[config.mk]
export PLATFORM = sky130hd
export DESIGN_NAME = nnrs_outq
export DESIGN_NICKNAME = d
export VERILOG_FILES = /design/src/nnrs_pkg.sv /design/src/nnrs_outq.sv
export SDC_FILE = /design/constraint.sdc
export NUM_CORES = 1
export LEC_CHECK = 0
export BUFFER_PORTS_ARGS = -buffer_cell sky130_fd_sc_hd__buf_2
export CORE_ASPECT_RATIO = 0.8
export CORE_UTILIZATION = 50
export DETAILED_ROUTE_END_ITERATION = 8
export HOLD_SLACK_MARGIN = 0.06
export MAX_ROUTING_LAYER = met4
export PLACE_DENSITY = 0.71
export SKIP_LAST_GASP = 1
export SYNTH_ARGS = -nofsm -noshare
export SYNTH_HDL_FRONTEND = slang
export SYNTH_SLANG_ARGS = --single-unit
export TNS_END_PERCENT = 50
[constraint.sdc]
create_clock -name clk -period 2.45 [get_ports clk]
set_input_delay 0.49 -clock clk [delete_from_list [all_inputs] [get_ports clk]]
set_output_delay 0.49 -clock clk [all_outputs]
set_load 0.02 [all_outputs]
[src/nnrs_pkg.sv]
// Shared types, codes and default sizes of the nearest-neighbor row scaler.
// No dependencies; nnrs_ctrl, nnrs_outq, the top level and the testbench import this package.
`default_nettype none

package nnrs_pkg;

  localparam int DEF_MAX_IN_WIDTH = 1024;
  localparam int DEF_FRAC_BITS    = 16;
  localparam int OUTQ_DEPTH       = 4;

  localparam int MAX_IN_HEIGHT  = 4096;
  localparam int MAX_OUT_WIDTH  = 16384;
  localparam int CFG_DATA_W     = 20;
  localparam int CFG_INDEX_W    = 3;
  localparam int PIX_W          = 24;
  localparam int STATUS_W       = 3;
  localparam int ACC_W          = 32;

  // Item status codes.
  localparam logic [STATUS_W-1:0] ST_ACCEPTED = 3'd0;
  localparam logic [STATUS_W-1:0] ST_REJECTED = 3'd1;
  localparam logic [STATUS_W-1:0] ST_PIXEL    = 3'd2;
  localparam logic [STATUS_W-1:0] ST_PAD      = 3'd3;
  localparam logic [STATUS_W-1:0] ST_NOTHING  = 3'd4;

  localparam logic [PIX_W-1:0] PAD_VALUE = 24'h000000;

  // Operation codes.
  localparam logic OP_PUSH = 1'b0;
  localparam logic OP_PULL = 1'b1;

  typedef enum logic [CFG_INDEX_W-1:0] {
    CFG_INPUT_WIDTH   = 3'd0,
    CFG_INPUT_HEIGHT  = 3'd1,
    CFG_OUTPUT_WIDTH  = 3'd2,
    CFG_OUTPUT_HEIGHT = 3'd3,
    CFG_INVERSE_SCALE = 3'd4
  } cfg_idx_t;

  typedef struct packed {
    logic [10:0] input_width;
    logic [12:0] input_height;
    logic [14:0] output_width;
    logic [15:0] output_height;
    logic [19:0] inverse_scale;
  } cfg_t;

  // Result fields known at issue time; pixel data joins in the next cycle, from the registered read.
  typedef struct packed {
    logic [STATUS_W-1:0] status;
    logic                row_end;
    logic                frame_end;
  } meta_t;

  typedef struct packed {
    logic [STATUS_W-1:0] status;
    logic [PIX_W-1:0]    pixel;
    logic                row_end;
    logic                frame_end;
  } result_t;

endpackage

`default_nettype wire

[src/nnrs_outq.sv]
// Small result queue that decouples the issue stage from output stalls.
// Depends on nnrs_pkg for the result type.
`default_nettype none

module nnrs_outq #(
  parameter int DEPTH = nnrs_pkg::OUTQ_DEPTH
) (
  input  wire logic                       clk,
  input  wire logic                       rst,
  input  wire logic                       push,
  input  wire nnrs_pkg::result_t          push_data,
  input  wire logic                       pop,
  output logic [$clog2(DEPTH+1)-1:0]      count,
  output nnrs_pkg::result_t               head
);

  import nnrs_pkg::*;

  localparam int PW = $clog2(DEPTH);
  localparam int NW = $clog2(DEPTH + 1);

  result_t       entries [DEPTH];
  logic [PW-1:0] rd_ptr, wr_ptr;

  function automatic logic [PW-1:0] ptr_inc(input logic [PW-1:0] p);
    return (32'(p) == DEPTH - 1) ? '0 : p + PW'(1);
  endfunction

  always_ff @(posedge clk) begin
    if (rst) begin
      rd_ptr <= '0;
      wr_ptr <= '0;
      count  <= '0;
    end else begin
      if (push) begin
        wr_ptr <= ptr_inc(wr_ptr);
      end
      if (pop) begin
        rd_ptr <= ptr_inc(rd_ptr);
      end
      count <= count + NW'(push) - NW'(pop);
    end
  end

  always_ff @(posedge clk) begin
    if (push) begin
      entries[wr_ptr] <= push_data;
    end
  end

  assign head = entries[rd_ptr];

  assert property (@(posedge clk) disable iff (rst)
    push |-> count < NW'(DEPTH) || pop)
    else $error("result queue overflow");

  assert property (@(posedge clk) disable iff (rst)
    pop |-> count != '0)
    else $error("result queue underflow");

  assert property (@(posedge clk) disable iff (rst)
    count <= NW'(DEPTH))
    else $error("result queue count out of range");

endmodule

`default_nettype wire

==> out/qor.txt, run 1 <==
IO Port Bufs = 64
WL/cell = 18.3 um
Total track usage = 0.180
Placed cells = 372
Cell Pwr Density = 889 nW/um^2
Initial DRC count = 94
Peak VDD IR = 0.000649 V
CP Capture Point = head[1]
Detailed Route WL = 7.39 mm
YS warnings = 0
Clk pin slew, worst setup/hold paths = 0.05 ns
Worst setup EP type = primary output
Crit share post-route = 0.928
Die X = 110 um
DR DRC count = 0
Total of max-cap violations = 0
Reg2Reg Capture Point = entries[3][3]$_DFFE_PP_
Cell Area, Placed = 5160 sq um
Starting Density = 0.512
Gp weighted congestion = 0.717
#FFs+latches synth = 125
CTS tree = done
Tightest Pin Transition = 0.457 ns
Synth top area cells = edfxtp_1 (75%), mux4_2 (14%), dfxtp_1 (3.9%)
Post-Syn Instances = 191
Core ar. = 9040 sq um
Worst r2r path cells = 3
Post-Route Setup TNS = 0 ns
Post-CTS setup buffers = 0
Unrepaired setup endpoints after global routing = false
Clk_skew = 0.00664 ns
I/O Pins = 65
Vias = 2,139
Hold_buf cts = 0
Endpoints failing hold = 0
Rows = 31
Via density per instance = 5.31
WL met2 = 3.63 mm
Root buffer cell = clkbuf_16
Hold WC Path Type = input pin to register
Initial antenna violation count = 0
Die Y = 88.1 um
DIE AREA = 9650 sq um
Skew-Pair Late Insertion Delay = 0.40 ns
Final ANT Viol Nets = 0
Post-layout min period = 2.27 ns
R2R Setup Slk = 0.86 ns
Area growth syn-to-layout = 22.1%
Largest area contributor in the netlist = edfxtp_1
NumNets Final = 317
Status = complete, no violations
WS Path Type = register to primary output
Post-Syn Nets = 232
Metal3 WL = 423 um
Worst EP required = 1.96 ns
Hold path startpoint = push_data[28]
Post-Syn Area = 4630 sq um
Synth top area share = 0.753
GRT overflow = 0
Max-slew violations = 0
Top layer in use = met4
Metal1 wirelength = 3.26 mm
Clock Sinks = 125
Largest net degree at the start of global routing = 30
Vias in the first global route = 2,180
Sequential fraction of the synthesis area = 0.792
Slew margin rel. = 0.695
Mean post-synth cell area = 24.2 sq um
Dpl hpwl = 4.58 mm
First-pass GRT wire length = 11.4 mm
R2R Path Start = wr_ptr[0]$_SDFFE_PP0P_
Final setup fails = 0
CP arrival = 1.78 ns
Post-synthesis cell type count = 20
H-tree lvl count = 4
Final core occ = 0.625
CTS buffer count = 17
Fin cells = 403
Bufs on Longest Clock Path = 2
Worst setup SP type = register
Static leakage = 1.99 nW
Diodes inserted = 0
DRT Pass-1 Iters = 4
Share of cells above drive strength 1 = 0.458
Peak fanout along the critical path = 19
Maximum clock frequency = 0.440 GHz
Design area = 5650 sq um
==> logic make-up (layout without fill, tap and decap cells) <==
kind of cell             count (synthesis)  after routing  share of synthesized area
buffers and inverters                   11            108                     0.0154
AO/OA/AOI/OAI                            2              2                    0.00216
multiplexers                            31             31                      0.146
flip-flops                             125            125                      0.792
AND/OR/NAND/NOR                         13             13                     0.0165
adder cells (fa/ha/maj)                  8              8                     0.0232
XOR/XNOR                                 1              1                    0.00487
==> flip-flops by register name (all words and copies together), names as in the netlist, named ones only <==
name and flops:
rd_ptr 2, wr_ptr 2, count 3, entries 116
==> placed cells by master, fill, tap and decap left out, types with 2 or more instances in the layout <==
cell         n
a21oi_1      2
and2_2       4
buf_12       4
buf_2       64
buf_4        4
clkbuf_1     2
clkbuf_16   17
clkinv_1     5
clkinv_2     6
dfxtp_1      7
edfxtp_1   116
ha_1         7
inv_1        5
mux2i_1      2
mux4_2      28
nand2b_1     2
nor2_1       4
or3b_2       2
==> timing repair <==
action,CTS,global route
setup endpoints to repair,0,1
resized for setup,0,1
endpoints found under the hold margin,0,0
==> per-layer routing <==
layer,GRT usage,vias to the layer above
met5,-,-
met4,0.0764,0
met3,0.0685,11
met2,0.272,71
met1,0.218,1087
li1,-,970
==> cells in the mapped netlist <==
cell      count
xnor3_1       1
buf_4         1
clkbuf_1      1
buf_12        1
mux4_2       28
mux4_1        1
ha_1          7
or3b_2        2
fa_1          1
dfxtp_1       9
buf_6         1
nor2b_1       1
nor2_1        4
inv_1         5
a21oi_1       2
mux2i_1       2
nand2b_1      2
and2_1        4
buf_2         2
edfxtp_1    116
==> how the worst min path moves through the flow <==
| stage | slack (ns) | depth (start not counted) | end |
|---|---|---|---|
| after floorplan | 0.47 | 2 | register |
| after global placement | 0.50 | 2 | register |
| after detailed placement | 0.52 | 2 | register |
| after CTS | 0.28 | 1 | entries[3][28]$_DFFE_PP_ |
| after global routing | 0.29 | 1 | entries[3][28]$_DFFE_PP_ |
| final | 0.30 | 1 | entries[0][28]$_DFFE_PP_ |
==> worst max-delay path, cell delays in order, from the launching register on <==
cell     delay [ns]
dfxtp_4        0.43
buf_12         0.22
mux4_1         0.55
buf_2          0.17
==> layout make-up <==
class                      count  area, sq um
fill                         629         3390
multi-input combinational     55          898
clock inverter                12         56.3
timing repair buffer          72          430
inverter                       5         18.8
sequential                   125         3670
tap                          115          144
clock buffer                  19          433
==> through the flow <==
stage	setup slack, ns	power [mW]	hold WS, ns
after CTS	0.0476	5.08	0.280
final	0.175	5.02	0.298
after floorplan	0.747	2.84	0.469
after detailed placement	0.490	3.03	0.516
after global routing	0.0687	5.20	0.290
after global placement	0.501	3.02	0.501
==> power breakdown <==
part	internal, mW	switching (mW)	total, mW	leakage, nW
Clock	1.25	0.794	2.04	0.243
Combinational	0.228	0.275	0.503	0.611
Sequential	2.44	0.0358	2.48	1.14
Note: power is estimated with default switching activity, not from simulation.
==> inputs of run 2 (changes only) <==
- GPL_TIMING_DRIVEN: default -> 0
- PLACE_DENSITY: 0.71 -> 0.74
- clock period: 2.45 -> 1.9 ns (I/O delays scaled with it)
==> run 2 against run 1 <==
Effect of this change:
- the run now ends with negative setup slack left
- final area increased by 4.9%
- clock power increased by 45%
- critical path depth increased by 1
- global-route usage about the same
- largest power group unchanged
==> out/qor.txt, run 2 (synthesis gave the netlist of run 1 again) <==
WP depth = 4
Combinational Power Share = 0.112
Critical path's most frequent cell = buf_6
DIE AREA = 9650 sq um
Switching Fraction = 0.216
Crit path largest cell delay = 0.54 ns
Endpoints failing hold = 0
Dpl hpwl = 4.31 mm
Via density per instance = 5.31
Final setup margin = -0.179 ns
Initial DRC count = 114
Starting Density = 0.512
Hold WC Path Type = input pin to register
CTS tree = done
Worst r2r path cells = 2
Root buffer cell = clkbuf_16
Peak VDD IR = 0.000808 V
Peak fanout along the critical path = 5
NumNets Final = 320
Cell Area, Placed = 5100 sq um
Die X = 110 um
Area growth syn-to-layout = 28.0%
Post-layout min period = 2.08 ns
Design area = 5930 sq um
Worst Path Buf+Inv = 3
Worst setup EP type = primary output
Biggest register = entries
Clock share of power = 0.427
DRT Pass-1 Iters = 5
Failing checks = negative setup slack
Final setup fails = 29
DR DRC count = 0
P_int = 5.44 mW
IO Port Bufs = 64
Die Y = 88.1 um
Worst EP required = 1.52 ns
Clk pin slew, worst setup/hold paths = 0.05 ns
Dpl ws = 0.0502 ns
Detailed Route WL = 7.49 mm
CTS buffer count = 17
CP delay by family, top = multiplexers
WS Path Type = register to primary output
Clock Sinks = 125
Unrepaired setup endpoints after global routing = true
Status = complete, but fails checks
Core ar. = 9040 sq um
Total track usage = 0.180
Commonest non-fill, non-tap cell in the layout = edfxtp_1
Max-slew violations = 0
I/O Pins = 65
CP arrival = 1.70 ns
Bufs on Longest Clock Path = 2
Critical path, cell by cell = buf_6 -> buf_12 -> mux4_2 -> buf_6
CP max stage cell = mux4_2
Cell Pwr Density = 1170 nW/um^2
Maximum clock frequency = 0.481 GHz
Share of cells above drive strength 1 = 0.479
GRT overflow = 0
Switching power = 1.50 mW
Pwr Total = 6.93 mW
Largest register FFs = 116
Final ANT Viol Nets = 0
Vias in the first global route = 2,230
Worst setup SP type = register
Largest net degree at the start of global routing = 30
Initial antenna violation count = 0
Gp weighted congestion = 0.661
Skew-Pair Late Insertion Delay = 0.40 ns
Clk_skew = 0.0104 ns
Tightest Pin Transition = 0.818 ns
Crit share post-route = 1.09
First-pass GRT wire length = 11.6 mm
Rows = 31
Hold slack = 0.193 ns
WL/cell = 18.5 um
Static leakage = 2.09 nW
H-tree lvl count = 4
Slew margin rel. = 0.455
Vias = 2,151
Hold Crit Depth = 1
Most frequent cells in the layout = edfxtp_1 (116), buf_2 (40), mux4_2 (29)
Top Registers = entries: 116 flops, count: 3 flops
Diodes inserted = 0
Hold_buf cts = 0
Final core occ = 0.656
Total of max-cap violations = 0
Seq pwr share = 0.460
[run 2: changes by cell type in the layout (fill, tap and decap cells not counted), sizes merged]
cell	delta
clkbuf	-1
clkinv	-3
buf	+2
clkinvlp	+2
bufinv	+2
[run 2: metal layers]
layer | track usage | vias up | part of all wire
met5 | - | - | 0
met4 | 0.0691 | 0 | 0.0084
met2 | 0.278 | 69 | 0.51
li1 | - | 972 | -
met1 | 0.220 | 1102 | 0.43
met3 | 0.0618 | 8 | 0.049
[run 2: worst paths after layout]
kind	startpoint	to	slack, ns
worst max register to register	wr_ptr[0]$_SDFFE_PP0P_	entries[3][15]$_DFFE_PP_	0.22
worst max-delay path	register	head[4]	-0.18
worst min-delay path	push_data[4]	entries[2][4]$_DFFE_PP_	0.19
worst min register to register	rd_ptr[0]$_SDFFE_PP0P_	register	0.50
[run 2: area by class of cell]
type                            count  area [sq um]
Timing Repair Buffer               69           564
Sequential cell                   125          3670
Tap cell                          115           144
Clock buffer                       17           425
Buffer                              6          83.8
Multi-Input combinational cell     55           895
Fill cell                         587          3110
Clock inverter                     13           128
Inverter                            5          18.8
[run 2: stage by stage]
stage	TNS (ns)	cells
after CTS	-4.77	405
after global routing	-5.74	405
after detailed placement	0	370
after global placement	-30.43	370
after floorplan	0	191
final	-4.19	405
[run 2: what timing repair did]
item / CTS / global route
setup endpoints to repair: 29 / 29
pin swaps: 0 / 0
setup buffers: 3 / 0
resized for setup: 51 / 12
cloned: 2 / 0
[run 2: power groups by stage]
stage               clock network [mW]  logic [mW]  registers, mW
finish                            2.96       0.780           3.19
global route                      3.13       0.845           3.20
CTS                               3.01       0.771           3.19
detailed placement                   0       0.650           3.25
global placement                     0       0.633           3.24
floorplan                            0       0.406           3.26
==> inputs of run 3 (changes only) <==
- CORE_UTILIZATION: 50 -> 51
- CTS_CLUSTER_SIZE: default -> 16
- PLACE_DENSITY: 0.74 -> 0.75
==> run 3 against run 2 <==
Effect of this change:
- cell count rose by 0.25%
- the flow still finishes with violations (negative setup slack)
- register-to-register slack improved by 0.03 ns
- critical path type unchanged
- via count rose by 1.8%
==> out/qor.txt, run 3 (synthesis gave the netlist of run 1 again) <==
Initial antenna violation count = 1
Max-slew violations = 0
Detailed Route WL = 7.82 mm
Cell Pwr Density = 1200 nW/um^2
Hold path endpoint = entries[0][6]$_DFFE_PP_
Slew margin rel. = 0.456
Status = complete, but fails checks
Total track usage = 0.189
Endpoints failing hold = 0
R2R Setup Slk = 0.25 ns
Metal3 WL = 440 um
Dpl ws = 0.0506 ns
Top Registers = entries: 116 flops, count: 3 flops
GRT overflow = 0
Core ar. = 8630 sq um
IO Port Bufs = 64
Clk pin slew, worst setup/hold paths = 0.06 ns
Dpl hpwl = 4.34 mm
DR DRC count = 0
Maximum clock frequency = 0.480 GHz
Post-Route Setup TNS = -4.65 ns
Hold path startpoint = push_data[6]
DRT Pass-1 Iters = 4
Clk_skew = 0.0104 ns
H-tree lvl count = 4
CTS buffer count = 17
WL met2 = 3.84 mm
I/O Pins = 65
Biggest register = entries
Worst setup SP type = register
First-pass GRT wire length = 11.8 mm
Design area = 5960 sq um
WL/cell = 19.3 um
Die Y = 87.2 um
Worst setup EP type = primary output
Gp weighted congestion = 0.668
CTS tree = done
Top layer in use = met4
Largest register FFs = 116
Worst Path Buf+Inv = 3
Via density per instance = 5.39
WS Path Type = register to primary output
Worst EP required = 1.52 ns
Crit share post-route = 1.10
Vias = 2,190
Final ANT Viol Nets = 0
Largest net degree at the start of global routing = 30
Peak fanout along the critical path = 5
Final setup margin = -0.185 ns
Worst r2r path cells = 3
Root buffer cell = clkbuf_16
Clock Sinks = 125
Hold Crit Depth = 1
Area growth syn-to-layout = 28.9%
Hold slack = 0.185 ns
Reg2Reg Capture Point = entries[0][18]$_DFFE_PP_
Static leakage = 2.11 nW
Crit path largest cell delay = 0.52 ns
Tightest Pin Transition = 0.816 ns
Hold_buf cts = 0
Total of max-cap violations = 0
Rows = 30
Unrepaired setup endpoints after global routing = true
Skew-Pair Late Insertion Delay = 0.40 ns
Pwr Total = 7.17 mW
R2R Path Start = wr_ptr[0]$_SDFFE_PP0P_
Failing checks = negative setup slack
Bufs on Longest Clock Path = 2
DIE AREA = 9460 sq um
Commonest non-fill, non-tap cell in the layout = edfxtp_1
Peak VDD IR = 0.000741 V
Hold WC Path Type = input pin to register
Metal1 wirelength = 3.46 mm
CP delay by family, top = multiplexers
Starting Density = 0.536
Filler cells = 542
CP arrival = 1.71 ns
Cell Area, Placed = 5090 sq um
Post-layout min period = 2.09 ns
Final setup fails = 29
NumNets Final = 321
Die X = 109 um
Vias in the first global route = 2,278
Critical path, cell by cell = buf_6 -> clkbuf_16 -> mux4_2 -> buf_6
CP max stage cell = mux4_2
Critical path's most frequent cell = buf_6
Most frequent cells in the layout = edfxtp_1 (116), buf_2 (40), mux4_2 (29)
Share of cells above drive strength 1 = 0.481
Initial DRC count = 100
[run 3: changes by cell type in the layout (fill, tap and decap cells not counted), moves of 2 or more]
cell | previous run | this run
clkinv_4 | 2 | 4
buf_6 | 26 | 24
clkinv_2 | 4 | 1
buf_4 | 2 | 5
[run 3: through the flow]
stage | instances | utilization
6_report | 406 | 0.691
5_1_grt | 406 | 0.691
4_1_cts | 404 | 0.677
3_5_place_dp | 367 | 0.590
3_3_place_gp | 367 | 0.589
2_1_floorplan | 191 | -
[run 3: power breakdown]
| part | leakage [nW] | internal (mW) | switching, mW | total (mW) |
|---|---|---|---|---|
| registers | 1.14 | 3.15 | 0.0425 | 3.19 |
| logic | 0.690 | 0.395 | 0.385 | 0.779 |
| clock network | 0.282 | 2.05 | 1.14 | 3.20 |
[run 3: cell type report]
class,instances,area [sq um],share of cell area
clock inverters,15,173,0.0289
plain buffers,6,83.8,0.0141
flip-flops and latches,125,3660,0.614
inverters,5,18.8,0.00315
repair buffers,70,562,0.0942
well taps,112,140,0.0235
clock buffers,17,425,0.0713
multi-input cells,55,895,0.150
diodes,1,2.50,0.000420
[run 3: how the worst max path moves through the flow]
stage | endpoint | depth (start not counted) | start | slack, ns
after global placement | entries[2][20]$_DFFE_PP_ | 2 | push | -0.26
after floorplan | entries[2][0]$_DFFE_PP_ | 3 | wr_ptr[0]$_SDFFE_PP0P_ | 0.25
after global routing | head[19] | 4 | register | -0.23
after detailed placement | head[15] | 4 | register | 0.05
after CTS | head[5] | 4 | register | -0.21
final | head[11] | 4 | register | -0.19
[run 3: timing repair]
action / in CTS / in global routing
setup endpoints to repair: 29 / 29
buffers inserted: 4 / 0
resized for setup: 31 / 30
pin swaps: 0 / 0
cloned: 1 / 1
[run 3: metal layers]
metal,vias up,track usage
li1,987,-
met1,1138,0.222
met2,57,0.296
met3,8,0.0793
met4,0,0.0627
met5,-,-
