==> config.mk <==
export PLATFORM = sky130hd
export DESIGN_NAME = nnrs_ctrl
export DESIGN_NICKNAME = d
export VERILOG_FILES = /design/src/nnrs_pkg.sv /design/src/nnrs_ctrl.sv
export SDC_FILE = /design/constraint.sdc
export NUM_CORES = 1
export LEC_CHECK = 0
export ABC_AREA = 0
export BUFFER_PORTS_ARGS = -buffer_cell sky130_fd_sc_hd__buf_2
export CORE_ASPECT_RATIO = 1.1
export CORE_UTILIZATION = 30
export DETAILED_ROUTE_END_ITERATION = 8
export PLACE_DENSITY_LB_ADDON = 0.12
export SLEW_MARGIN = 30
export SYNTH_ARGS = -nofsm -noshare
export SYNTH_HDL_FRONTEND = slang
export SYNTH_SLANG_ARGS = --single-unit
==> constraint.sdc <==
create_clock -name clk -period 21 [get_ports clk]
set_clock_uncertainty 0.1 [all_clocks]
set_input_delay 4.2 -clock clk [delete_from_list [all_inputs] [get_ports clk]]
set_output_delay 4.2 -clock clk [all_outputs]
set_load 0.005 [all_outputs]
==> src/nnrs_pkg.sv <==
// Shared types, codes and default sizes of the nearest-neighbor row scaler.
// No dependencies; nnrs_ctrl, nnrs_outq, the top level and the testbench import this package.
`default_nettype none

package nnrs_pkg;

  localparam int DEF_MAX_IN_WIDTH = 1024;
  localparam int DEF_FRAC_BITS    = 16;
  localparam int OUTQ_DEPTH       = 4;

  localparam int MAX_IN_HEIGHT  = 4096;
  localparam int MAX_OUT_WIDTH  = 16384;
  localparam int CFG_DATA_W     = 20;
  localparam int CFG_INDEX_W    = 3;
  localparam int PIX_W          = 24;
  localparam int STATUS_W       = 3;
  localparam int ACC_W          = 32;

  // Item status codes.
  localparam logic [STATUS_W-1:0] ST_ACCEPTED = 3'd0;
  localparam logic [STATUS_W-1:0] ST_REJECTED = 3'd1;
  localparam logic [STATUS_W-1:0] ST_PIXEL    = 3'd2;
  localparam logic [STATUS_W-1:0] ST_PAD      = 3'd3;
  localparam logic [STATUS_W-1:0] ST_NOTHING  = 3'd4;

  localparam logic [PIX_W-1:0] PAD_VALUE = 24'h000000;

  // Operation codes.
  localparam logic OP_PUSH = 1'b0;
  localparam logic OP_PULL = 1'b1;

  typedef enum logic [CFG_INDEX_W-1:0] {
    CFG_INPUT_WIDTH   = 3'd0,
    CFG_INPUT_HEIGHT  = 3'd1,
    CFG_OUTPUT_WIDTH  = 3'd2,
    CFG_OUTPUT_HEIGHT = 3'd3,
    CFG_INVERSE_SCALE = 3'd4
  } cfg_idx_t;

  typedef struct packed {
    logic [10:0] input_width;
    logic [12:0] input_height;
    logic [14:0] output_width;
    logic [15:0] output_height;
    logic [19:0] inverse_scale;
  } cfg_t;

  // Result fields known at issue time; pixel data joins in the next cycle, from the registered read.
  typedef struct packed {
    logic [STATUS_W-1:0] status;
    logic                row_end;
    logic                frame_end;
  } meta_t;

  typedef struct packed {
    logic [STATUS_W-1:0] status;
    logic [PIX_W-1:0]    pixel;
    logic                row_end;
    logic                frame_end;
  } result_t;

endpackage

`default_nettype wire

==> src/nnrs_ctrl.sv <==
// Issue stage of the scaler: buffer bookkeeping, row/column mapping and
// line-store access. Depends on nnrs_pkg; drives the nnrs_ram ports.
`default_nettype none

module nnrs_ctrl #(
  parameter int MAX_IN_WIDTH = nnrs_pkg::DEF_MAX_IN_WIDTH,
  parameter int FRAC_BITS    = nnrs_pkg::DEF_FRAC_BITS
) (
  input  wire logic                                 clk,
  input  wire logic                                 rst,
  input  wire nnrs_pkg::cfg_t                       cfg,
  input  wire logic                                 accept,
  input  wire logic                                 operation,
  input  wire logic [nnrs_pkg::PIX_W-1:0]           pixel_in,
  output logic                                      ram_we,
  output logic [$clog2(2*MAX_IN_WIDTH)-1:0]         ram_waddr,
  output logic [nnrs_pkg::PIX_W-1:0]                ram_wdata,
  output logic                                      ram_re,
  output logic [$clog2(2*MAX_IN_WIDTH)-1:0]         ram_raddr,
  output logic                                      res_valid,
  output nnrs_pkg::meta_t                           res
);

  import nnrs_pkg::*;

  localparam int AW  = $clog2(MAX_IN_WIDTH);
  localparam int RAW = $clog2(2 * MAX_IN_WIDTH);
  localparam int CW  = $clog2(MAX_IN_WIDTH + 1);

  // State
  logic [1:0]       buffer_ready, buffer_ready_next;
  logic             fill_select, fill_select_next;
  logic             drain_select, drain_select_next;
  logic [AW-1:0]    input_column, input_column_next;
  logic [11:0]      input_row, input_row_next;
  logic [13:0]      output_column, output_column_next;
  logic [15:0]      output_row, output_row_next;
  logic [ACC_W-1:0] column_accumulator, column_accumulator_next;
  logic [ACC_W-1:0] row_accumulator, row_accumulator_next;
  logic [1:0]       pad_remaining, pad_remaining_next;
  meta_t            meta;

  // Effective sizes
  logic [CW-1:0]  iw;
  logic [AW-1:0]  iw_m1;
  logic [12:0]    ih;
  logic [11:0]    ih_m1;
  logic [14:0]    ow;
  logic [15:0]    oh;

  always_comb begin
    if (cfg.input_width == '0) begin
      iw = CW'(1);
    end else if (32'(cfg.input_width) > 32'(MAX_IN_WIDTH)) begin
      iw = CW'(MAX_IN_WIDTH);
    end else begin
      iw = CW'(cfg.input_width);
    end
    iw_m1 = AW'(iw - CW'(1));

    if (cfg.input_height == '0) begin
      ih = 13'd1;
    end else if (cfg.input_height > 13'(MAX_IN_HEIGHT)) begin
      ih = 13'(MAX_IN_HEIGHT);
    end else begin
      ih = cfg.input_height;
    end
    ih_m1 = 12'(ih - 13'd1);

    if (cfg.output_width == '0) begin
      ow = 15'd1;
    end else if (cfg.output_width > 15'(MAX_OUT_WIDTH)) begin
      ow = 15'(MAX_OUT_WIDTH);
    end else begin
      ow = cfg.output_width;
    end

    oh = (cfg.output_height == '0) ? 16'd1 : cfg.output_height;
  end

  function automatic logic [11:0] row_dist(input logic [11:0] row, input logic [12:0] h,
                                           input logic [1:0] k);
    logic [12:0] r;
    r = {1'b0, row};
    if (r >= {11'b0, k}) begin
      return 12'(r - {11'b0, k});
    end
    return 12'(r + h - {11'b0, k});
  endfunction

  function automatic logic [ACC_W-1:0] sat_add(input logic [ACC_W-1:0] a,
                                               input logic [19:0] b);
    logic [ACC_W:0] s;
    s = {1'b0, a} + (ACC_W + 1)'(b);
    return s[ACC_W] ? '1 : s[ACC_W-1:0];
  endfunction

  // Source row wanted by the current output row
  logic [ACC_W-1:0] row_hi;
  logic [11:0]      want;
  logic [1:0]       k1, k2;
  logic             try1, hit1, try2, hit2, found;
  logic [1:0]       rdy_a, rdy_s;
  logic             ds_a, ds_s;

  always_comb begin
    row_hi = row_accumulator >> FRAC_BITS;
    want   = (row_hi > ACC_W'(ih_m1)) ? ih_m1 : row_hi[11:0];
    k1     = 2'(buffer_ready[0]) + 2'(buffer_ready[1]);
    k2     = k1 - 2'd1;
    try1   = buffer_ready[drain_select];
    hit1   = try1 && (row_dist(input_row, ih, k1) == want);
    rdy_a  = buffer_ready & ~(2'b01 << drain_select);
    ds_a   = ~drain_select;
    try2   = try1 && !hit1 && rdy_a[ds_a];
    hit2   = try2 && (row_dist(input_row, ih, k2) == want);
    found  = hit1 || hit2;
    // Drop mismatching buffers, up to both of them
    if (!try1 || hit1) begin
      rdy_s = buffer_ready;
      ds_s  = drain_select;
    end else if (try2 && !hit2) begin
      rdy_s = rdy_a & ~(2'b01 << ds_a);
      ds_s  = drain_select;
    end else begin
      rdy_s = rdy_a;
      ds_s  = ds_a;
    end
  end

  // Next-state and line-store access
  logic [AW-1:0]    col;
  logic [CW-1:0]    col_inc;
  logic [12:0]      in_row_inc;
  logic [ACC_W-1:0] col_hi;
  logic [AW-1:0]    src;
  logic [14:0]      out_col_inc;
  logic [16:0]      out_row_inc;
  logic             eor;

  always_comb begin
    buffer_ready_next       = buffer_ready;
    fill_select_next        = fill_select;
    drain_select_next       = drain_select;
    input_column_next       = input_column;
    input_row_next          = input_row;
    output_column_next      = output_column;
    output_row_next         = output_row;
    column_accumulator_next = column_accumulator;
    row_accumulator_next    = row_accumulator;
    pad_remaining_next      = pad_remaining;
    meta                    = '{status: ST_NOTHING, row_end: 1'b0, frame_end: 1'b0};
    eor                     = 1'b0;

    col        = (CW'(input_column) < iw) ? input_column : iw_m1;
    col_inc    = CW'(col) + CW'(1);
    in_row_inc = {1'b0, input_row} + 13'd1;
    col_hi     = column_accumulator >> FRAC_BITS;
    src        = (col_hi > ACC_W'(iw_m1)) ? iw_m1 : col_hi[AW-1:0];
    out_col_inc = {1'b0, output_column} + 15'd1;
    out_row_inc = {1'b0, output_row} + 17'd1;

    ram_we    = 1'b0;
    ram_waddr = RAW'(col) + (fill_select ? RAW'(MAX_IN_WIDTH) : RAW'(0));
    ram_wdata = pixel_in;
    ram_re    = 1'b0;
    ram_raddr = RAW'(src) + (ds_s ? RAW'(MAX_IN_WIDTH) : RAW'(0));

    if (accept) begin
      if (operation == OP_PUSH) begin
        if (buffer_ready[fill_select]) begin
          meta.status = ST_REJECTED;
        end else begin
          meta.status = ST_ACCEPTED;
          ram_we      = 1'b1;
          if (col_inc >= iw) begin
            input_column_next = '0;
            buffer_ready_next = buffer_ready | (2'b01 << fill_select);
            fill_select_next  = ~fill_select;
            input_row_next    = (in_row_inc >= ih) ? 12'd0 : in_row_inc[11:0];
          end else begin
            input_column_next = col_inc[AW-1:0];
          end
        end
      end else if (pad_remaining != 2'd0) begin
        meta.status        = ST_PAD;
        pad_remaining_next = pad_remaining - 2'd1;
        if (pad_remaining == 2'd1) begin
          meta.row_end = 1'b1;
          eor          = 1'b1;
        end
      end else begin
        buffer_ready_next = rdy_s;
        drain_select_next = ds_s;
        if (found) begin
          meta.status = ST_PIXEL;
          ram_re      = 1'b1;
          if (out_col_inc >= ow) begin
            output_column_next      = '0;
            column_accumulator_next = '0;
            // 3 * ow bytes need ow mod 4 pad bytes to reach a 4-byte boundary
            pad_remaining_next      = ow[1:0];
            if (ow[1:0] == 2'd0) begin
              meta.row_end = 1'b1;
              eor          = 1'b1;
            end
          end else begin
            output_column_next      = out_col_inc[13:0];
            column_accumulator_next = sat_add(column_accumulator, cfg.inverse_scale);
          end
        end
      end

      if (eor) begin
        if (out_row_inc >= {1'b0, oh}) begin
          meta.frame_end       = 1'b1;
          output_row_next      = '0;
          row_accumulator_next = '0;
          if (buffer_ready_next[drain_select_next]) begin
            buffer_ready_next = buffer_ready_next & ~(2'b01 << drain_select_next);
            drain_select_next = ~drain_select_next;
          end
        end else begin
          output_row_next      = out_row_inc[15:0];
          row_accumulator_next = sat_add(row_accumulator, cfg.inverse_scale);
        end
      end
    end
  end

  always_ff @(posedge clk) begin
    if (rst) begin
      buffer_ready       <= '0;
      fill_select        <= 1'b0;
      drain_select       <= 1'b0;
      input_column       <= '0;
      input_row          <= '0;
      output_column      <= '0;
      output_row         <= '0;
      column_accumulator <= '0;
      row_accumulator    <= '0;
      pad_remaining      <= '0;
      res_valid          <= 1'b0;
    end else begin
      buffer_ready       <= buffer_ready_next;
      fill_select        <= fill_select_next;
      drain_select       <= drain_select_next;
      input_column       <= input_column_next;
      input_row          <= input_row_next;
      output_column      <= output_column_next;
      output_row         <= output_row_next;
      column_accumulator <= column_accumulator_next;
      row_accumulator    <= row_accumulator_next;
      pad_remaining      <= pad_remaining_next;
      res_valid          <= accept;
    end
  end

  always_ff @(posedge clk) begin
    if (accept) begin
      res <= meta;
    end
  end

  // A fill never lands in a buffer that is waiting to drain
  assert property (@(posedge clk) disable iff (rst)
    ram_we |-> !buffer_ready[ram_waddr >= RAW'(MAX_IN_WIDTH)])
    else $error("line store write into a ready buffer");

  // Pad bytes only follow a completed row of pixels
  assert property (@(posedge clk) disable iff (rst)
    pad_remaining != 2'd0 |-> output_column == '0 && column_accumulator == '0)
    else $error("pad pending in the middle of a row");

  // A pixel result always has line-store data behind it
  assert property (@(posedge clk) disable iff (rst)
    res_valid && res.status == ST_PIXEL |-> $past(ram_re))
    else $error("pixel result without a line-store read");

endmodule

`default_nettype wire

==> results of run 1 <==
registers in the layout (all words and copies together) (netlist names):
name	cells
fill_select	1
column_accumulator	32
output_row	16
input_column	10
res_valid	1
res	5
drain_select	1
output_column	14
buffer_ready	2
input_row	12
row_accumulator	32
pad_remaining	2
power by group through the flow:
stage | Sequential [mW] | Combinational (mW) | Clock (mW)
2_1_floorplan | 0.253 | 0.0903 | 0
5_1_grt | 0.250 | 0.144 | 0.354
3_3_place_gp | 0.255 | 0.129 | 0
6_report | 0.249 | 0.129 | 0.334
3_5_place_dp | 0.255 | 0.128 | 0
4_1_cts | 0.249 | 0.129 | 0.344
final cells by class:
class | count | area (sq um)
Tap cell | 581 | 727
Timing Repair Buffer | 122 | 646
Clock buffer | 20 | 457
Multi-Input combinational cell | 1453 | 10200
Clock inverter | 12 | 180
Fill cell | 4857 | 29500
Inverter | 124 | 465
Sequential cell | 128 | 2610
worst max-delay path, stage by stage:
cell     delay (ps)
buf_2           130
nor4_1          430
nand3_1         190
nor2_1          130
o21ai_0         250
ha_1            450
nand2_1         110
mux2i_1          70
a21oi_1         270
inv_1            90
ha_1            320
a41o_1          180
a21oi_1          50
o21ai_1         280
o21a_1          510
mux2_2          460
or3_1           360
a41oi_1         260
nand4_1         140
or4_4           460
nor2_2          230
o21ai_4          80
buf_4           290
inv_2            90
buf_4           450
buf_2           210
Yosys cell counts (all sizes together) (6+ instances only):
cell / count
nand2: 133
nor3b: 6
nor2b: 25
inv: 123
a31oi: 33
a21oi: 112
nor4: 31
ha: 154
o211ai: 8
mux2: 12
o21ai: 87
nand3: 52
o31ai: 16
o21ba: 6
and4: 6
and2: 13
a22oi: 6
o21a: 32
clkbuf: 54
nand4: 27
a21boi: 8
a211o: 8
buf: 46
nor2: 147
fa: 7
a41oi: 10
dfxtp: 123
or3: 16
or4: 26
nand3b: 8
nand2b: 16
a211oi: 32
nor3: 85
a32o: 6
mux2i: 25
a311oi: 24
a21o: 41
xnor2: 81
xor2: 59
and3: 37
cells in the final DEF (no fill, tap or decap), drive strengths merged, types with 12 or more instances in the layout:
cell type	instances
nor2b	25
nor2	147
nand2b	16
mux2i	25
and2	13
nor3	85
or4	26
a311oi	24
o21ai	87
mux2	12
clkbuf	20
a21oi	112
buf	122
a211oi	32
dfxtp	123
xnor2	81
nand2	133
ha	154
a31oi	33
nand3	52
nor4	31
a21o	41
or3	16
inv	126
o31ai	16
nand4	27
xor2	59
and3	37
o21a	32
cell families (layout without fill, tap and decap cells):
kind of cell | Yosys count | in the layout | synth area share
AO/OA/AOI/OAI | 471 | 471 | 0.231
XOR/XNOR | 140 | 140 | 0.0894
adder cells (fa/ha/maj) | 161 | 161 | 0.151
buffers and inverters | 224 | 278 | 0.0705
flip-flops | 128 | 128 | 0.190
multiplexers | 37 | 37 | 0.0284
AND/OR/NAND/NOR | 644 | 644 | 0.239
path summary, 6_finish.rpt:
path	from	end	slack [ps]	cells past startpoint
min reg2reg	output_column[1]	output_column[1]	380	2
max reg2reg	buffer_ready[1]	column_accumulator[15]	14400	22
min	output_column[1]	output_column[1]	380	2
max	cfg[56]	ram_re	5980	26
per-layer routing:
layer / vias to the layer above / global-route usage / wire [um]
li1: 6676 / - / -
met1: 6174 / 0.246 / 20200
met2: 267 / 0.325 / 21000
met3: 48 / 0.0266 / 1500
met4: 2 / 0.0583 / 986
met5: - / 0 / 10
per-stage QoR:
step / hold slack (ps) / cell area [sq um] / cells
2_1_floorplan: 336 / 13700 / 1805
3_3_place_gp: 362 / 14600 / 2408
3_5_place_dp: 365 / 14600 / 2408
4_1_cts: 379 / 15200 / 2440
5_1_grt: 393 / 15300 / 2440
6_report: 379 / 15300 / 2440
==> impl_metrics.tcl, run 1 <==
set metrics [dict create \
    fmax_ghz 0.0666 \
    timing_worst_setup_path_type "in2out" \
    path_clk_slew_ps 60 \
    setup_ws_ps 5980 \
    vias_per_cell 5.40 \
    fin_crit_sh 0.715 \
    io_buffer_count 108 \
    fin_setup_tns_ps 0 \
    drc_errors 0 \
    antenna_cells 0 \
    place_ws_ps 6060 \
    rows 81 \
    cp.arrival_ps 10720 \
    powerDensity_mw_per_mm2 46.7 \
    start_util 0.306 \
    post_cts_buffers 0 \
    ir_worst_vdd_mv 0.0570 \
    worstMarginPinSlew_ps 958 \
    cts_tree "yes" \
    syn_area_sq_mm 0.0137 \
    dpl.hpwl_mm 34.3 \
    cts.sinks 128 \
    switchingPower_mw 0.210 \
    synth_top_area_frac 0.180 \
    clkPwrFrac 0.469 \
    combPwrFrac 0.181 \
    ys.flop_type "dfxtp_1" \
    drt-wirelength-per-cell_um 17.9 \
    cp_max_fo 47 \
    grt_overflow 0 \
    ys.warnings.count 0 \
    slew_violations 0 \
    relSlewSlack 0.359 \
    switching_share 0.295 \
    grt_max_degree 51 \
    clk_latency_ps 450 \
    drv_cap 0 \
    grt_pass1_vias 12800 \
    gp_congestion 0.901 \
    syn_area_per_cell_sq_um 7.60 \
    areaGrowthSynthToFinish_pct 11.2 \
    die_height_um 226 \
    post_cts_resized 0 \
    syn_inst 1805 \
    cts_hold_buf 0 \
    ys_types 88 \
    cts-root-buf "clkbuf_16" \
    cts_made_buffers 17 \
    fin_util 0.341 \
    wl_mm 43.7 \
    first_pass_iters 7 \
    status "complete, no violations" \
    async_flop_share 0 \
    synth_top_cell_by_area "dfxtp_1" \
    h-tree-depth 4 \
    min_period_ps 15020 \
    grt_pass1_wl_mm 69.6 \
    end_kind "primary output" \
    hold_viol_final 0 \
    seq_area_frac_synth 0.190 \
    num_vias 13200 \
    synth_edf_count 5 \
    p_leak_nw 6.62 \
    seqPwrFrac 0.350 \
    synth_nets 2069 \
    cp_data_required_time_ps 16700 \
    first_iter_violations 632 \
    start_kind "primary input" \
    grt_use_total 0.190 \
    clockBufferDepth 2 \
    ios 157 \
    synthTopCellsByArea "dfxtp_1, ha_1, xnor2_1" \
    ant_nets 0 \
    die_w_um 206 \
    antenna_found_initial 1 \
    nets 2110 \
    synth_seq_cells 128 \
    core_sq_mm 0.0448 \
    die_area_sq_mm 0.0466 \
    power_mw 0.712 \
    layout-drive-gt1-share 0.107 \
    setup_violations 0 \
    hold_path_class "reg2reg" \
    p_int_mw 0.502 \
    rsz0062_at_grt "no" \
]
Power figures use the tool's default switching activity.
==> inputs of run 2 (changes only) <==
==> constraint.sdc (replaced) <==
create_clock -name clk -period 12.23 [get_ports clk]
set_clock_uncertainty 0.1 [all_clocks]
set_input_delay 2.446 -clock clk [delete_from_list [all_inputs] [get_ports clk]]
set_output_delay 2.446 -clock clk [all_outputs]
set_load 0.005 [all_outputs]
==> impl_metrics.tcl, run 2 (synthesis results as in run 1) <==
set metrics [dict create \
    status "complete, no violations" \
    p_leak_nw 6.60 \
    gp_congestion 0.907 \
    vias_per_cell 5.43 \
    setup_violations 0 \
    cts-root-buf "clkbuf_16" \
    cp.arrival_ps 8330 \
    timing_worst_setup_path_type "in2out" \
    drt-wirelength-per-cell_um 18.2 \
    end_kind "primary output" \
    first_iter_violations 703 \
    cts_hold_buf 0 \
    cts_tree "yes" \
    ir_worst_vdd_mv 0.101 \
    powerDensity_mw_per_mm2 78.5 \
    nets 2110 \
    grt_use_total 0.195 \
    min_period_ps 10880 \
    reg_top3 "column_accumulator x32, row_accumulator x32, output_row x16" \
    drv_cap 0 \
    die_area_sq_mm 0.0466 \
    post_cts_buffers 0 \
    r2r_setup_slack_ps 5750 \
    hold_path_class "reg2reg" \
    areaGrowthSynthToFinish_pct 11.0 \
    final_cell_mix "ha_1, nor2_1, nand2_1, dfxtp_1, inv_1" \
    relSlewSlack 0.371 \
    path_clk_slew_ps 60 \
    place_ws_ps 1300 \
    dpl.hpwl_mm 34.8 \
    fin_setup_tns_ps 0 \
    post_cts_resized 0 \
    grt_pass1_wl_mm 70.2 \
    wl_mm 44.4 \
    antenna_found_initial 4 \
    ios 157 \
    first_pass_iters 5 \
    fin_crit_sh 0.890 \
    drc_errors 0 \
    holdWs_ps 383 \
    cts.sinks 128 \
    grt_max_degree 51 \
    grt_overflow 0 \
    h-tree-depth 4 \
    layout-drive-gt1-share 0.108 \
    final_common_cell "ha_1" \
    hold_viol_final 0 \
    fin_util 0.340 \
    cp_max_fo 11 \
    clk_latency_ps 480 \
    cts_made_buffers 17 \
    io_buffer_count 108 \
    start_kind "primary input" \
    ant_nets 0 \
    core_sq_mm 0.0448 \
    cp_data_required_time_ps 9680 \
    rows 81 \
    slew_violations 0 \
    nFillCells 4808 \
    clockBufferDepth 2 \
    die_w_um 206 \
    rsz0062_at_grt "no" \
    worstMarginPinSlew_ps 939 \
    start_util 0.306 \
    die_height_um 226 \
    grt_pass1_vias 12600 \
    setup_ws_ps 1350 \
    power_mw 1.20 \
    num_vias 13200 \
    fmax_ghz 0.0919 \
]
[run 2: final cells by class]
type                            count  area, sq um  share of cell area
Sequential cell                   128         2610               0.172
Timing Repair Buffer              122          646              0.0424
Clock buffer                       19          453              0.0297
Tap cell                          581          727              0.0477
Multi-Input combinational cell   1453        10200               0.668
Clock inverter                     13          150             0.00986
Inverter                          124          465              0.0306
Antenna cell                        1         2.50            0.000164
[run 2: metal layers]
metal,up-vias,global-route usage,part of all wire
met2,269,0.325,0.48
met1,6229,0.250,0.46
li1,6682,-,-
met5,-,0,0.00077
met4,6,0.0676,0.026
met3,59,0.0351,0.042
[run 2: worst paths after layout]
check	start	endpoint	cells after the start
worst max-delay path	cfg[57]	ram_raddr[10]	22
worst min-delay path	output_column[1]	output_column[1]	2
worst max register to register	buffer_ready[0]	column_accumulator[10]	19
worst min register to register	output_column[1]	output_column[1]	2
[run 2: worst max-delay path: stages]
cell     delay [ps]
buf_2           140
nor4_1          360
nand3_1         190
nor2_1          130
o21ai_0         260
ha_1            440
nand2_1         100
o21ai_0          80
a22oi_1         400
ha_1            330
nand4_1         140
nor3_1           70
o21ai_1         290
o21a_1          500
mux2_2          460
or3_1           360
a41oi_1         250
nand3_1         130
nor4b_1         650
mux2i_1         150
o21ai_0         270
buf_2           180
[run 2: report_power, final]
part           switching [mW]  total (mW)  internal [mW]
logic                   0.137       0.223         0.0866
clock network           0.230       0.544          0.314
registers             0.00496       0.428          0.423
[run 2: metrics by stage]
stage	cells	area (sq um)
after floorplan	1805	13700
after global placement	2408	14600
after detailed placement	2408	14600
after CTS	2440	15200
after global routing	2441	15200
final	2441	15200
==> inputs of run 3 (changes only) <==
--- a/config.mk
+++ b/config.mk
@@ -6,9 +6,10 @@
 export NUM_CORES = 1
 export LEC_CHECK = 0
 export ABC_AREA = 0
-export BUFFER_PORTS_ARGS = -buffer_cell sky130_fd_sc_hd__buf_2
+export BUFFER_PORTS_ARGS = -buffer_cell sky130_fd_sc_hd__buf_4
 export CORE_ASPECT_RATIO = 1.1
 export CORE_UTILIZATION = 30
+export CTS_CLUSTER_SIZE = 20
 export DETAILED_ROUTE_END_ITERATION = 8
 export PLACE_DENSITY_LB_ADDON = 0.12
 export SLEW_MARGIN = 30
==> impl_metrics.tcl, run 3 (synthesis results as in run 1) <==
set metrics [dict create \
    path_common_cell "o21ai_0" \
    powerDensity_mw_per_mm2 77.2 \
    io_buffer_count 108 \
    rsz0062_at_grt "no" \
    cp.arrival_ps 8280 \
    cts-root-buf "clkbuf_16" \
    cp_data_required_time_ps 9680 \
    end_kind "primary output" \
    ios 157 \
    grt_max_degree 51 \
    fin_setup_tns_ps 0 \
    post_cts_buffers 0 \
    final_common_cell "ha_1" \
    drt-wirelength-per-cell_um 18.2 \
    slew_violations 0 \
    layout-drive-gt1-share 0.107 \
    cts.sinks 128 \
    first_iter_violations 782 \
    die_w_um 206 \
    grt_pass1_wl_mm 70.0 \
    grt_pass1_vias 12700 \
    die_area_sq_mm 0.0466 \
    antenna_cells 0 \
    dpl.hpwl_mm 34.6 \
    post_cts_resized 0 \
    ir_worst_vdd_mv 0.0959 \
    cts_made_buffers 17 \
    p_leak_nw 6.66 \
    grt_use_total 0.192 \
    cpMaxStageDelayCell "nor4b_1" \
    rows 81 \
    hold_viol_final 0 \
    clk_latency_ps 460 \
    fmax_ghz 0.0923 \
    cp_max_fo 11 \
    critPathTopFamily "compound AO/OA/AOI/OAI gates" \
    wl_mm 44.5 \
    status "complete, no violations" \
    final_cell_mix "ha_1, nor2_1, nand2_1, dfxtp_1, buf_4" \
    timing_worst_setup_path_type "in2out" \
    clockBufferDepth 2 \
    start_util 0.306 \
    drv_cap 0 \
    gp_congestion 0.942 \
    relSlewSlack 0.385 \
    hold_path_class "reg2reg" \
    nets 2110 \
    grt_overflow 0 \
    start_kind "primary input" \
    cts_tree "yes" \
    drc_errors 0 \
    die_height_um 226 \
    placed_area_sq_mm 0.0149 \
    reg_top3 "column_accumulator x32, row_accumulator x32, output_row x16" \
    num_vias 13200 \
    critPathMaxStageDelay_ps 660 \
    vias_per_cell 5.40 \
    areaGrowthSynthToFinish_pct 12.9 \
    core_sq_mm 0.0448 \
    worstMarginPinSlew_ps 899 \
    path_clk_slew_ps 60 \
    cp.buffers_inverters 3 \
    first_pass_iters 5 \
    min_period_ps 10830 \
    ant_nets 0 \
    fin_crit_sh 0.886 \
    h-tree-depth 4 \
    crit_chain "buf_4, nor4_1, nand3_1, nor2_1, o21ai_0, ha_1, nand2_1, mux2i_1, a21oi_1, inv_1, ha_1, o21a_1, a21oi_1, o2111ai_1, o21a_1, o21ai_0, xnor2_1, nor4_1, nand3_1, nor4b_1, mux2i_1, o21ai_0, buf_4" \
    antenna_found_initial 0 \
    final_area_sq_mm 0.0155 \
    cts_hold_buf 0 \
    setup_violations 0 \
]
-- run 3: changes by cell type in the layout (fill, tap and decap cells not counted), sizes merged --
cell | before | now
diode | 1 | 0
clkbuf | 19 | 18
clkinv | 2 | 5
inv | 130 | 128
-- run 3: where the power goes --
| part | internal [mW] | switching [mW] |
|---|---|---|
| registers | 0.423 | 0.00497 |
| clock network | 0.308 | 0.227 |
| logic | 0.0949 | 0.137 |
-- run 3: worst reg2reg max path: stages, from the launching register on --
cell and delay, ps:
dfxtp_1 430, clkinv_1 330, ha_1 460, inv_1 100, ha_1 200, fa_1 390, or3b_2 480, nor4_1 210
o32a_1 310, xnor2_1 180, nand4_1 120, mux2_2 290, o31ai_1 80, and4b_1 280, nand4_1 120, a21oi_2 410
o21ai_4 150, inv_2 90, buf_4 450, a21o_1 220, buf_4 450, o21ba_2 270
-- run 3: routing by layer --
metal | global-route usage | share of wire
met1 | 0.251 | 0.47
met2 | 0.325 | 0.48
met3 | 0.0266 | 0.032
met4 | 0.0593 | 0.021
met5 | 0 | 0
-- run 3: layout make-up --
class,instances,area (sq um)
Clock buffer,18,439
Clock inverter,14,154
Fill cell,4818,29300
Inverter,124,465
Multi-Input combinational cell,1453,10200
Sequential cell,128,2610
Tap cell,581,727
Timing Repair Buffer,122,916
-- run 3: stage by stage --
step | std cells | power, mW | worst slack (ps) | hold WS (ps) | utilization
2_1_floorplan | 1805 | 0.589 | 2380 | 336 | -
3_3_place_gp | 2408 | 0.668 | 1380 | 367 | 0.332
3_5_place_dp | 2408 | 0.668 | 1310 | 368 | 0.332
4_1_cts | 2440 | 1.21 | 1300 | 380 | 0.345
5_1_grt | 2440 | 1.25 | 809 | 402 | 0.346
6_report | 2440 | 1.19 | 1400 | 379 | 0.346
-- run 3: final timing paths --
kind	start	end	slack (ps)	depth (start not counted)
max	cfg[56]	ram_raddr[10]	1400	23
min	output_column[13]	output_column[13]	380	2
max reg2reg	buffer_ready[1]	output_column[2]	6020	21
min reg2reg	output_column[13]	output_column[13]	380	2
